[src/hw/rtl/bta_pkg.sv]
package bta_pkg;

  // Defaults for the top-level parameters
  localparam int REQUESTERS_DEF  = 32;
  localparam int TICKET_BITS_DEF = 16;

  // Fixed field widths on the ports
  localparam int REQ_W       = 5;
  localparam int OUT_TKT_W   = 16;
  localparam int GRANT_ID_W  = 5;
  localparam int IN_TDATA_W  = 8;
  localparam int OUT_TDATA_W = 24;

  // Bit positions inside out_tdata
  localparam int OUT_GV_BIT  = OUT_TKT_W;
  localparam int OUT_GID_LSB = OUT_TKT_W + 1;

  // Item kinds carried on in_tuser
  localparam logic FUNC_REQUEST = 1'b0;
  localparam logic FUNC_RELEASE = 1'b1;

  // Sequencer states
  typedef enum logic [1:0] {
    ST_IDLE,
    ST_SCAN,
    ST_DRAIN,
    ST_MERGE
  } state_t;

  // Control for one step of the shared scan unit
  typedef struct packed {
    logic elem_vld;  // element present this step
    logic skip;      // leave element out of the grant search
    logic merge;     // final step: element is the updated ticket, no max update
  } scan_ctl_t;

endpackage

[src/hw/rtl/bta_ticket_mem.sv]
module bta_ticket_mem #(
  parameter int REQUESTERS  = bta_pkg::REQUESTERS_DEF,
  parameter int TICKET_BITS = bta_pkg::TICKET_BITS_DEF
) (
  input  logic                            clk,
  input  logic                            rst_n,
  input  logic                            rd_en,
  input  logic [$clog2(REQUESTERS)-1:0]   rd_addr,
  output logic [TICKET_BITS-1:0]          rd_data,
  input  logic                            wr_en,
  input  logic [$clog2(REQUESTERS)-1:0]   wr_addr,
  input  logic [TICKET_BITS-1:0]          wr_data
);
  import bta_pkg::*;

  logic [TICKET_BITS-1:0] mem [REQUESTERS];
  logic [REQUESTERS-1:0]  vld_r;
  logic [TICKET_BITS-1:0] rd_q_r;
  logic                   rd_vld_r;

  // Write the ticket store
  always_ff @(posedge clk) begin
    if (wr_en) begin
      mem[wr_addr] <= wr_data;
    end
  end

  // Track written entries; reset marks every requester idle
  always_ff @(posedge clk) begin
    if (!rst_n) begin
      vld_r <= '0;
    end else if (wr_en) begin
      vld_r[wr_addr] <= 1'b1;
    end
  end

  // Registered read port
  always_ff @(posedge clk) begin
    if (rd_en) begin
      rd_q_r   <= mem[rd_addr];
      rd_vld_r <= vld_r[rd_addr];
    end
  end

  // Unwritten entries read as idle
  assign rd_data = rd_vld_r ? rd_q_r : '0;

endmodule

[src/hw/rtl/bta_scan_unit.sv]
module bta_scan_unit #(
  parameter int REQUESTERS  = bta_pkg::REQUESTERS_DEF,
  parameter int TICKET_BITS = bta_pkg::TICKET_BITS_DEF
) (
  input  bta_pkg::scan_ctl_t              ctl,
  input  logic [TICKET_BITS-1:0]          elem_tkt,
  input  logic [$clog2(REQUESTERS)-1:0]   elem_idx,
  input  logic [TICKET_BITS-1:0]          max_in,
  input  logic                            found_in,
  input  logic [TICKET_BITS-1:0]          best_in,
  input  logic [$clog2(REQUESTERS)-1:0]   who_in,
  output logic [TICKET_BITS-1:0]          max_out,
  output logic                            found_out,
  output logic [TICKET_BITS-1:0]          best_out,
  output logic [$clog2(REQUESTERS)-1:0]   who_out
);
  import bta_pkg::*;

  logic take_max;
  logic take_min;

  // Running maximum over all held tickets
  assign take_max = ctl.elem_vld && !ctl.merge && (elem_tkt > max_in);
  assign max_out  = take_max ? elem_tkt : max_in;

  // Lowest nonzero ticket, ties to the lower index
  always_comb begin
    take_min = ctl.elem_vld && !ctl.skip && (elem_tkt != '0) &&
               (!found_in || (elem_tkt < best_in) ||
                ((elem_tkt == best_in) && (elem_idx < who_in)));
    found_out = found_in || take_min;
    best_out  = take_min ? elem_tkt : best_in;
    who_out   = take_min ? elem_idx : who_in;
  end

endmodule

[src/hw/rtl/bakery_ticket_arbiter_top.sv]
// Channel  Ports                          Contents (lowest bit first)
// in       in_tvalid/in_tready/in_tdata   tdata: requester[4:0], zero pad; tuser: func
// out      out_tvalid/out_tready/out_tdata tdata: ticket[15:0], grant_valid, grant_id[4:0],
//                                          zero pad; tuser: status
//
// The shared scan unit visits one stored ticket per cycle through the single registered
// read port, then a drain step takes in the last read and one merge step folds in the
// updated ticket. The result becomes valid as the merge step completes, and in_tready
// rises in the same cycle, so a new beat is taken only after the previous item's merge
// step. in_tready is high only while the sequencer is idle. A result waiting on
// out_tready stalls only the merge step of the next item. Reset (rst_n low, synchronous)
// marks all requesters idle at once.
module bakery_ticket_arbiter_top #(
  parameter int REQUESTERS  = bta_pkg::REQUESTERS_DEF,
  parameter int TICKET_BITS = bta_pkg::TICKET_BITS_DEF
) (
  input  logic                             clk,
  input  logic                             rst_n,
  input  logic                             in_tvalid,
  output logic                             in_tready,
  input  logic [bta_pkg::IN_TDATA_W-1:0]   in_tdata,   // requester[4:0], pad[7:5]
  input  logic                             in_tuser,   // func
  output logic                             out_tvalid,
  input  logic                             out_tready,
  output logic [bta_pkg::OUT_TDATA_W-1:0]  out_tdata,  // ticket[15:0], grant_valid[16],
                                                       // grant_id[21:17], pad[23:22]
  output logic                             out_tuser   // status
);
  import bta_pkg::*;

  localparam int IDX_W = $clog2(REQUESTERS);
  localparam int CNT_W = $clog2(REQUESTERS + 1);
  localparam logic [TICKET_BITS-1:0] TOP_TKT = '1;

  state_t                 state_r, state_nxt;
  logic [CNT_W-1:0]       cnt_r;
  logic                   func_r;
  logic [REQ_W-1:0]       req_r;
  logic                   inrange_r;
  logic                   rd_pend_r;
  logic [IDX_W-1:0]       rd_idx_r;
  logic [TICKET_BITS-1:0] max_r, best_r;
  logic                   found_r;
  logic [IDX_W-1:0]       who_r;

  logic                   out_valid_r;
  logic [OUT_TKT_W-1:0]   out_tkt_r;
  logic                   out_gv_r;
  logic [GRANT_ID_W-1:0]  out_gid_r;
  logic                   out_status_r;

  logic                   in_fire;
  logic                   in_range;
  logic                   rd_en;
  logic                   acc_en;
  logic                   merge_st;
  logic                   merge_en;
  logic [IDX_W-1:0]       req_idx;
  logic [TICKET_BITS-1:0] rd_data;
  logic [TICKET_BITS-1:0] new_tkt;
  logic                   sat;

  scan_ctl_t              ctl;
  logic [TICKET_BITS-1:0] elem_tkt;
  logic [IDX_W-1:0]       elem_idx;
  logic [TICKET_BITS-1:0] max_o, best_o;
  logic                   found_o;
  logic [IDX_W-1:0]       who_o;

  assign in_fire  = in_tvalid && in_tready;
  assign in_range = int'(in_tdata[REQ_W-1:0]) < REQUESTERS;
  assign req_idx  = IDX_W'(req_r);

  // Next state
  always_comb begin
    state_nxt = state_r;
    case (state_r)
      ST_IDLE:  if (in_fire) state_nxt = ST_SCAN;
      ST_SCAN:  if (cnt_r == CNT_W'(REQUESTERS - 1)) state_nxt = ST_DRAIN;
      ST_DRAIN: state_nxt = ST_MERGE;
      ST_MERGE: if (!out_valid_r || out_tready) state_nxt = ST_IDLE;
      default:  state_nxt = ST_IDLE;
    endcase
  end

  // Sequencer outputs
  always_comb begin
    in_tready = 1'b0;
    rd_en     = 1'b0;
    acc_en    = 1'b0;
    merge_st  = 1'b0;
    case (state_r)
      ST_IDLE:  in_tready = 1'b1;
      ST_SCAN: begin
        rd_en  = 1'b1;
        acc_en = 1'b1;
      end
      ST_DRAIN: acc_en = 1'b1;
      ST_MERGE: merge_st = 1'b1;
      default: ;
    endcase
    merge_en = merge_st && (!out_valid_r || out_tready);
  end

  always_ff @(posedge clk) begin
    if (!rst_n) begin
      state_r <= ST_IDLE;
    end else begin
      state_r <= state_nxt;
    end
  end

  // Capture the item and step the scan address
  always_ff @(posedge clk) begin
    if (in_fire) begin
      func_r    <= in_tuser;
      req_r     <= in_tdata[REQ_W-1:0];
      inrange_r <= in_range;
      cnt_r     <= '0;
    end else if (rd_en) begin
      cnt_r <= cnt_r + CNT_W'(1);
    end
  end

  // Track the read in flight
  always_ff @(posedge clk) begin
    if (!rst_n) begin
      rd_pend_r <= 1'b0;
    end else begin
      rd_pend_r <= rd_en;
    end
    rd_idx_r <= cnt_r[IDX_W-1:0];
  end

  bta_ticket_mem #(
    .REQUESTERS  (REQUESTERS),
    .TICKET_BITS (TICKET_BITS)
  ) u_mem (
    .clk     (clk),
    .rst_n   (rst_n),
    .rd_en   (rd_en),
    .rd_addr (cnt_r[IDX_W-1:0]),
    .rd_data (rd_data),
    .wr_en   (merge_en && inrange_r),
    .wr_addr (req_idx),
    .wr_data (new_tkt)
  );

  // New ticket for the requester: one above the largest, saturating; zero on release
  assign sat     = (func_r == FUNC_REQUEST) && (max_r == TOP_TKT);
  assign new_tkt = (func_r == FUNC_RELEASE) ? '0 :
                   (sat ? TOP_TKT : max_r + TICKET_BITS'(1));

  // Feed the shared unit: stored tickets during the scan, the new ticket at merge
  always_comb begin
    ctl.merge    = merge_st;
    ctl.elem_vld = merge_st ? inrange_r : rd_pend_r;
    ctl.skip     = !merge_st && inrange_r && (rd_idx_r == req_idx);
    elem_tkt     = merge_st ? new_tkt : rd_data;
    elem_idx     = merge_st ? req_idx : rd_idx_r;
  end

  bta_scan_unit #(
    .REQUESTERS  (REQUESTERS),
    .TICKET_BITS (TICKET_BITS)
  ) u_scan (
    .ctl       (ctl),
    .elem_tkt  (elem_tkt),
    .elem_idx  (elem_idx),
    .max_in    (max_r),
    .found_in  (found_r),
    .best_in   (best_r),
    .who_in    (who_r),
    .max_out   (max_o),
    .found_out (found_o),
    .best_out  (best_o),
    .who_out   (who_o)
  );

  // Clear the accumulators on accept, advance them each scan step
  always_ff @(posedge clk) begin
    if (in_fire) begin
      max_r   <= '0;
      found_r <= 1'b0;
      best_r  <= '0;
      who_r   <= '0;
    end else if (acc_en) begin
      max_r   <= max_o;
      found_r <= found_o;
      best_r  <= best_o;
      who_r   <= who_o;
    end
  end

  // Result register
  always_ff @(posedge clk) begin
    if (!rst_n) begin
      out_valid_r <= 1'b0;
    end else if (merge_en) begin
      out_valid_r <= 1'b1;
    end else if (out_tready) begin
      out_valid_r <= 1'b0;
    end
  end

  always_ff @(posedge clk) begin
    if (merge_en) begin
      out_tkt_r    <= inrange_r ? OUT_TKT_W'(new_tkt) : '0;
      out_status_r <= inrange_r && sat;
      out_gv_r     <= found_o;
      out_gid_r    <= found_o ? GRANT_ID_W'(who_o) : '0;
    end
  end

  assign out_tvalid = out_valid_r;
  assign out_tdata  = {{(OUT_TDATA_W - OUT_TKT_W - 1 - GRANT_ID_W){1'b0}},
                       out_gid_r, out_gv_r, out_tkt_r};
  assign out_tuser  = out_status_r;

endmodule

[config.mk]
export PLATFORM = sky130hd
export DESIGN_NAME = bakery_ticket_arbiter_top
export DESIGN_NICKNAME = d
export VERILOG_FILES = /design/src/hw/rtl/bta_pkg.sv /design/src/hw/rtl/bta_ticket_mem.sv /design/src/hw/rtl/bta_scan_unit.sv /design/src/hw/rtl/bakery_ticket_arbiter_top.sv
export SDC_FILE = /design/constraint.sdc
export NUM_CORES = 1
export LEC_CHECK = 0
export BUFFER_PORTS_ARGS = -buffer_cell sky130_fd_sc_hd__buf_4
export CAP_MARGIN = 20
export CORE_ASPECT_RATIO = 0.5
export CORE_MARGIN = 2
export CORE_UTILIZATION = 31
export CTS_CLUSTER_DIAMETER = 150
export DETAILED_ROUTE_END_ITERATION = 12
export GPL_TIMING_DRIVEN = 0
export PLACE_DENSITY = 0.44
export SETUP_SLACK_MARGIN = 0.3
export SLEW_MARGIN = 20
export SYNTH_ARGS = -nofsm -noshare
export SYNTH_HDL_FRONTEND = slang
export SYNTH_HIERARCHICAL = 1
export SYNTH_SLANG_ARGS = --single-unit
[constraint.sdc]
create_clock -name clk -period 4.4 [get_ports clk]
set_input_delay 0.22 -clock clk [delete_from_list [all_inputs] [get_ports clk]]
set_output_delay 0.22 -clock clk [all_outputs]
set_load 0.01 [all_outputs]
==> flow_summary.yaml <==
worst_setup_path:
  rr_endpoint: "out_gid_r[0]"
  rr_startpoint: "max_r[0]"
  critPathLaunchType: "register"
  end_kind: "register"
  cp.required_ns: 4.76
  crit_arrival_ns: 4.33
  worstSetupPathType: "reg2reg"
  crit_path_max_fanout: 8
  rr_worst_depth: 14
  r2r_slack_ns: 0.43
floorplanning:
  die_w_um: 422
  die_area_um2: 90000
  start_util_pct: 31.4
  core_area_um2: 86300
  io_pins: 40
  num_rows: 76
  die_h_um: 213
min_path:
  hp-class: "in2reg"
  hold_path_depth: 4
  worstHoldStart: "in_tvalid"
  hold_end: "state_r[1]"
global_routing:
  antenna_found_initial: 2
  grt_pass1_vias: 15300
  grt_max_degree: 27
  grt_pass1_wl_um: 110000
  globalRouteTotalUtil_pct: 17.2
  gr-total-overflow: 0
sta:
  hold_viol: 0
  max_slew_margin_pct: 39.0
  setup_viol: 0
  finalMaxSlewViolations: 0
  period_minus_slack_ns: 3.97
  hold_ws_ns: 0.165
  rsz0062_at_grt: "yes"
  clock.fmax_ghz: 0.252
  layout_setup_ws_ns: 0.434
  layout_worst_path_cycle_share_pct: 90.1
  finalClockSkew_ns: 0.0162
  worst_pin_slew_ns: 0.916
  fin_setup_tns_ns: 0
routing:
  first_pass_iters: 5
  ant_nets: 0
  drt_iter0_drc: 1152
  wl_per_cell_um: 24.2
  viasPerCell: 4.93
  wl_um: 77800
  drc_errors: 0
  via_count: 15900
clock_network:
  cts_buffer_depth: 3
  cts.sinks: 643
  cts_buffers: 66
  htree_levels: 3
  cts_tree: "built"
  clock_latency_ns: 0.61
  clk_pin_slew_worst_paths_ns: 0.07
  cts_root_buf: "clkbuf_16"
cells_and_area:
  drive_gt1_share_pct: 21.6
  fin_nets: 2049
  stdcell_area_um2: 32900
  syn2layout_area_growth_pct: 21.5
  final_cells: 3215
pwr:
  p_leak_nw: 10.9
  power.density_nw_per_um2: 550
  peakVddDrop_mv: 0.266
placement:
  place_area_um2: 29900
  dp_hpwl_um: 55700
  dp_cells: 3055
  pre_cts_ws_ns: -0.727
  routabilityCongestion: 0.827
  port_buffers: 34
synthesis:
  synth_seq_cells: 643
  ys.flop_type: "edfxtp_1"
  seq_area_frac_synth_pct: 68.1
  synth_area_per_cell_um2: 15.1
  synth_edf_count: 558
  ys_types: 63
  netlist_area_um2: 27100
  async_reset_ff_share_pct: 0
  yosysWarnings: 6
  syn_inst: 1800
job:
  drv_cap: 0
outcome:
  run_status: "completed"
[timing repair]
| action | 4_1_cts | 5_1_grt |
|---|---|---|
| pin swaps | 12 | 20 |
| gates resized for setup | 67 | 37 |
| endpoints found under the hold margin | 11 | 0 |
| setup endpoints to repair | 42 | 37 |
| cloned | 1 | 1 |
| hold buffers | 9 | 0 |
| buffers inserted | 18 | 12 |
[power by group]
group          switching, W  internal, W
clock               0.00236      0.00343
sequential         0.000173      0.00688
combinational       0.00321      0.00206
total               0.00574       0.0124
[flip-flops by register name (all words and copies together), names as in the netlist, 6 cells and up]
signal / cells
u_mem/mem: 512
u_mem/vld_r: 32
best_r: 16
max_r: 16
out_tkt_r: 16
u_mem/rd_q_r: 16
cnt_r: 6
[per-layer routing]
layer | routed length (µm) | up-vias | GRT usage [%] | share of wire [%]
met5 | 0 | - | 0 | 0
met4 | 1990 | 0 | 5.26 | 2.6
met3 | 3710 | 95 | 3.26 | 4.8
met2 | 32200 | 332 | 24.6 | 41
met1 | 39900 | 8114 | 26.2 | 51
li1 | - | 7321 | - | -
[through the flow]
stage               power, W  utilization [%]
finish                0.0181             38.2
global route          0.0189             38.1
CTS                   0.0182             37.8
detailed placement    0.0122             34.7
global placement      0.0121             33.4
floorplan             0.0104                -
[worst max-delay path: stages, from the launching register on]
cell and delay, ns:
dfxtp_4 0.41, ha_4 0.17, nand3_4 0.11, nor4_4 0.36, mux2i_2 0.35, o22ai_4 0.14
ha_1 0.31, nand4_1 0.13, or3_4 0.38, or4_4 0.44, o21ai_4 0.16, o21ai_4 0.11
buf_6 0.19, mux2_4 0.30, and2_4 0.15
[area by class of cell]
class                      instances  area (µm²)
antenna                            5        12.5
buffer                           101         654
clock buffer                      84        1840
clock inverter                    30         360
fill                            8169       53400
inverter                          53         199
multi-input combinational       1004        8460
sequential                       643       18500
tap                             1170        1460
timing repair buffer             125        1470
[cells by family (layout without fill, tap and decap cells)]
family	count (synthesis)	in the layout	synth area share, %
AOI/OAI and AO/OA	257	257	6.51
adders and majority gates	42	42	1.94
DFF	643	643	68.1
and+or+nand+nor	331	331	6.24
buffers and inverters	154	393	3.07
muxes	357	357	13.7
other	1	7	0.0138
xor gates and xnor gates	15	15	0.485
[synth_stat cells, types with 2 or more instances]
master | count | area share, %
clkbuf_1 | 37 | 0.51
buf_2 | 23 | 0.42
a211oi_1 | 4 | 0.11
nor2b_1 | 11 | 0.25
o21ai_1 | 2 | 0.037
inv_1 | 53 | 0.73
a31oi_1 | 22 | 0.51
a22o_1 | 34 | 1.1
nor2_1 | 103 | 1.4
or3b_1 | 3 | 0.097
a21oi_1 | 55 | 1.0
buf_4 | 18 | 0.50
or2_2 | 3 | 0.069
o21a_1 | 35 | 0.97
xnor2_1 | 9 | 0.29
nor3_1 | 20 | 0.37
nor4_4 | 2 | 0.16
or3_1 | 2 | 0.046
mux2i_1 | 315 | 12
o22ai_1 | 12 | 0.28
and2_1 | 25 | 0.58
nand2_1 | 55 | 0.76
nand4b_1 | 2 | 0.065
buf_6 | 19 | 0.79
o211ai_1 | 2 | 0.055
nand2b_1 | 4 | 0.092
nand3b_1 | 7 | 0.19
nor4_1 | 8 | 0.18
buf_1 | 2 | 0.028
edfxtp_1 | 558 | 62
ha_1 | 42 | 1.9
and4_1 | 3 | 0.097
o21ai_0 | 13 | 0.24
mux2_4 | 20 | 1.1
nand3_1 | 42 | 0.78
xor2_1 | 6 | 0.19
mux2_2 | 22 | 0.91
nand4_1 | 31 | 0.72
a22oi_1 | 68 | 1.9
dfxtp_1 | 85 | 6.3
[how the worst max path moves through the flow]
stage | startpoint | to | slack, ns | cells after the start
after floorplan | max_r[0] | out_gid_r[0] | 0.43 | 14
after global placement | state_r[0] | u_mem/mem[27][3] | -2.49 | 5
after detailed placement | max_r[0] | max_r[12] | -0.73 | 15
after CTS | max_r[0] | out_gid_r[0] | 0.30 | 14
after global routing | max_r[0] | out_gid_r[1] | 0.27 | 14
final | max_r[0] | out_gid_r[0] | 0.43 | 14
[layout by cell type (no fill, tap or decap), types with 40 or more instances in the layout]
cell and instances:
dfxtp_1 71, buf_6 41, nand3_1 40, clkbuf_1 41, nand2_1 53, mux2i_1 312
buf_4 84, a22oi_1 68, inv_1 53, a21oi_1 50, clkbuf_16 70, edfxtp_1 558
nor2_1 58
Power figures use the tool's default switching activity.
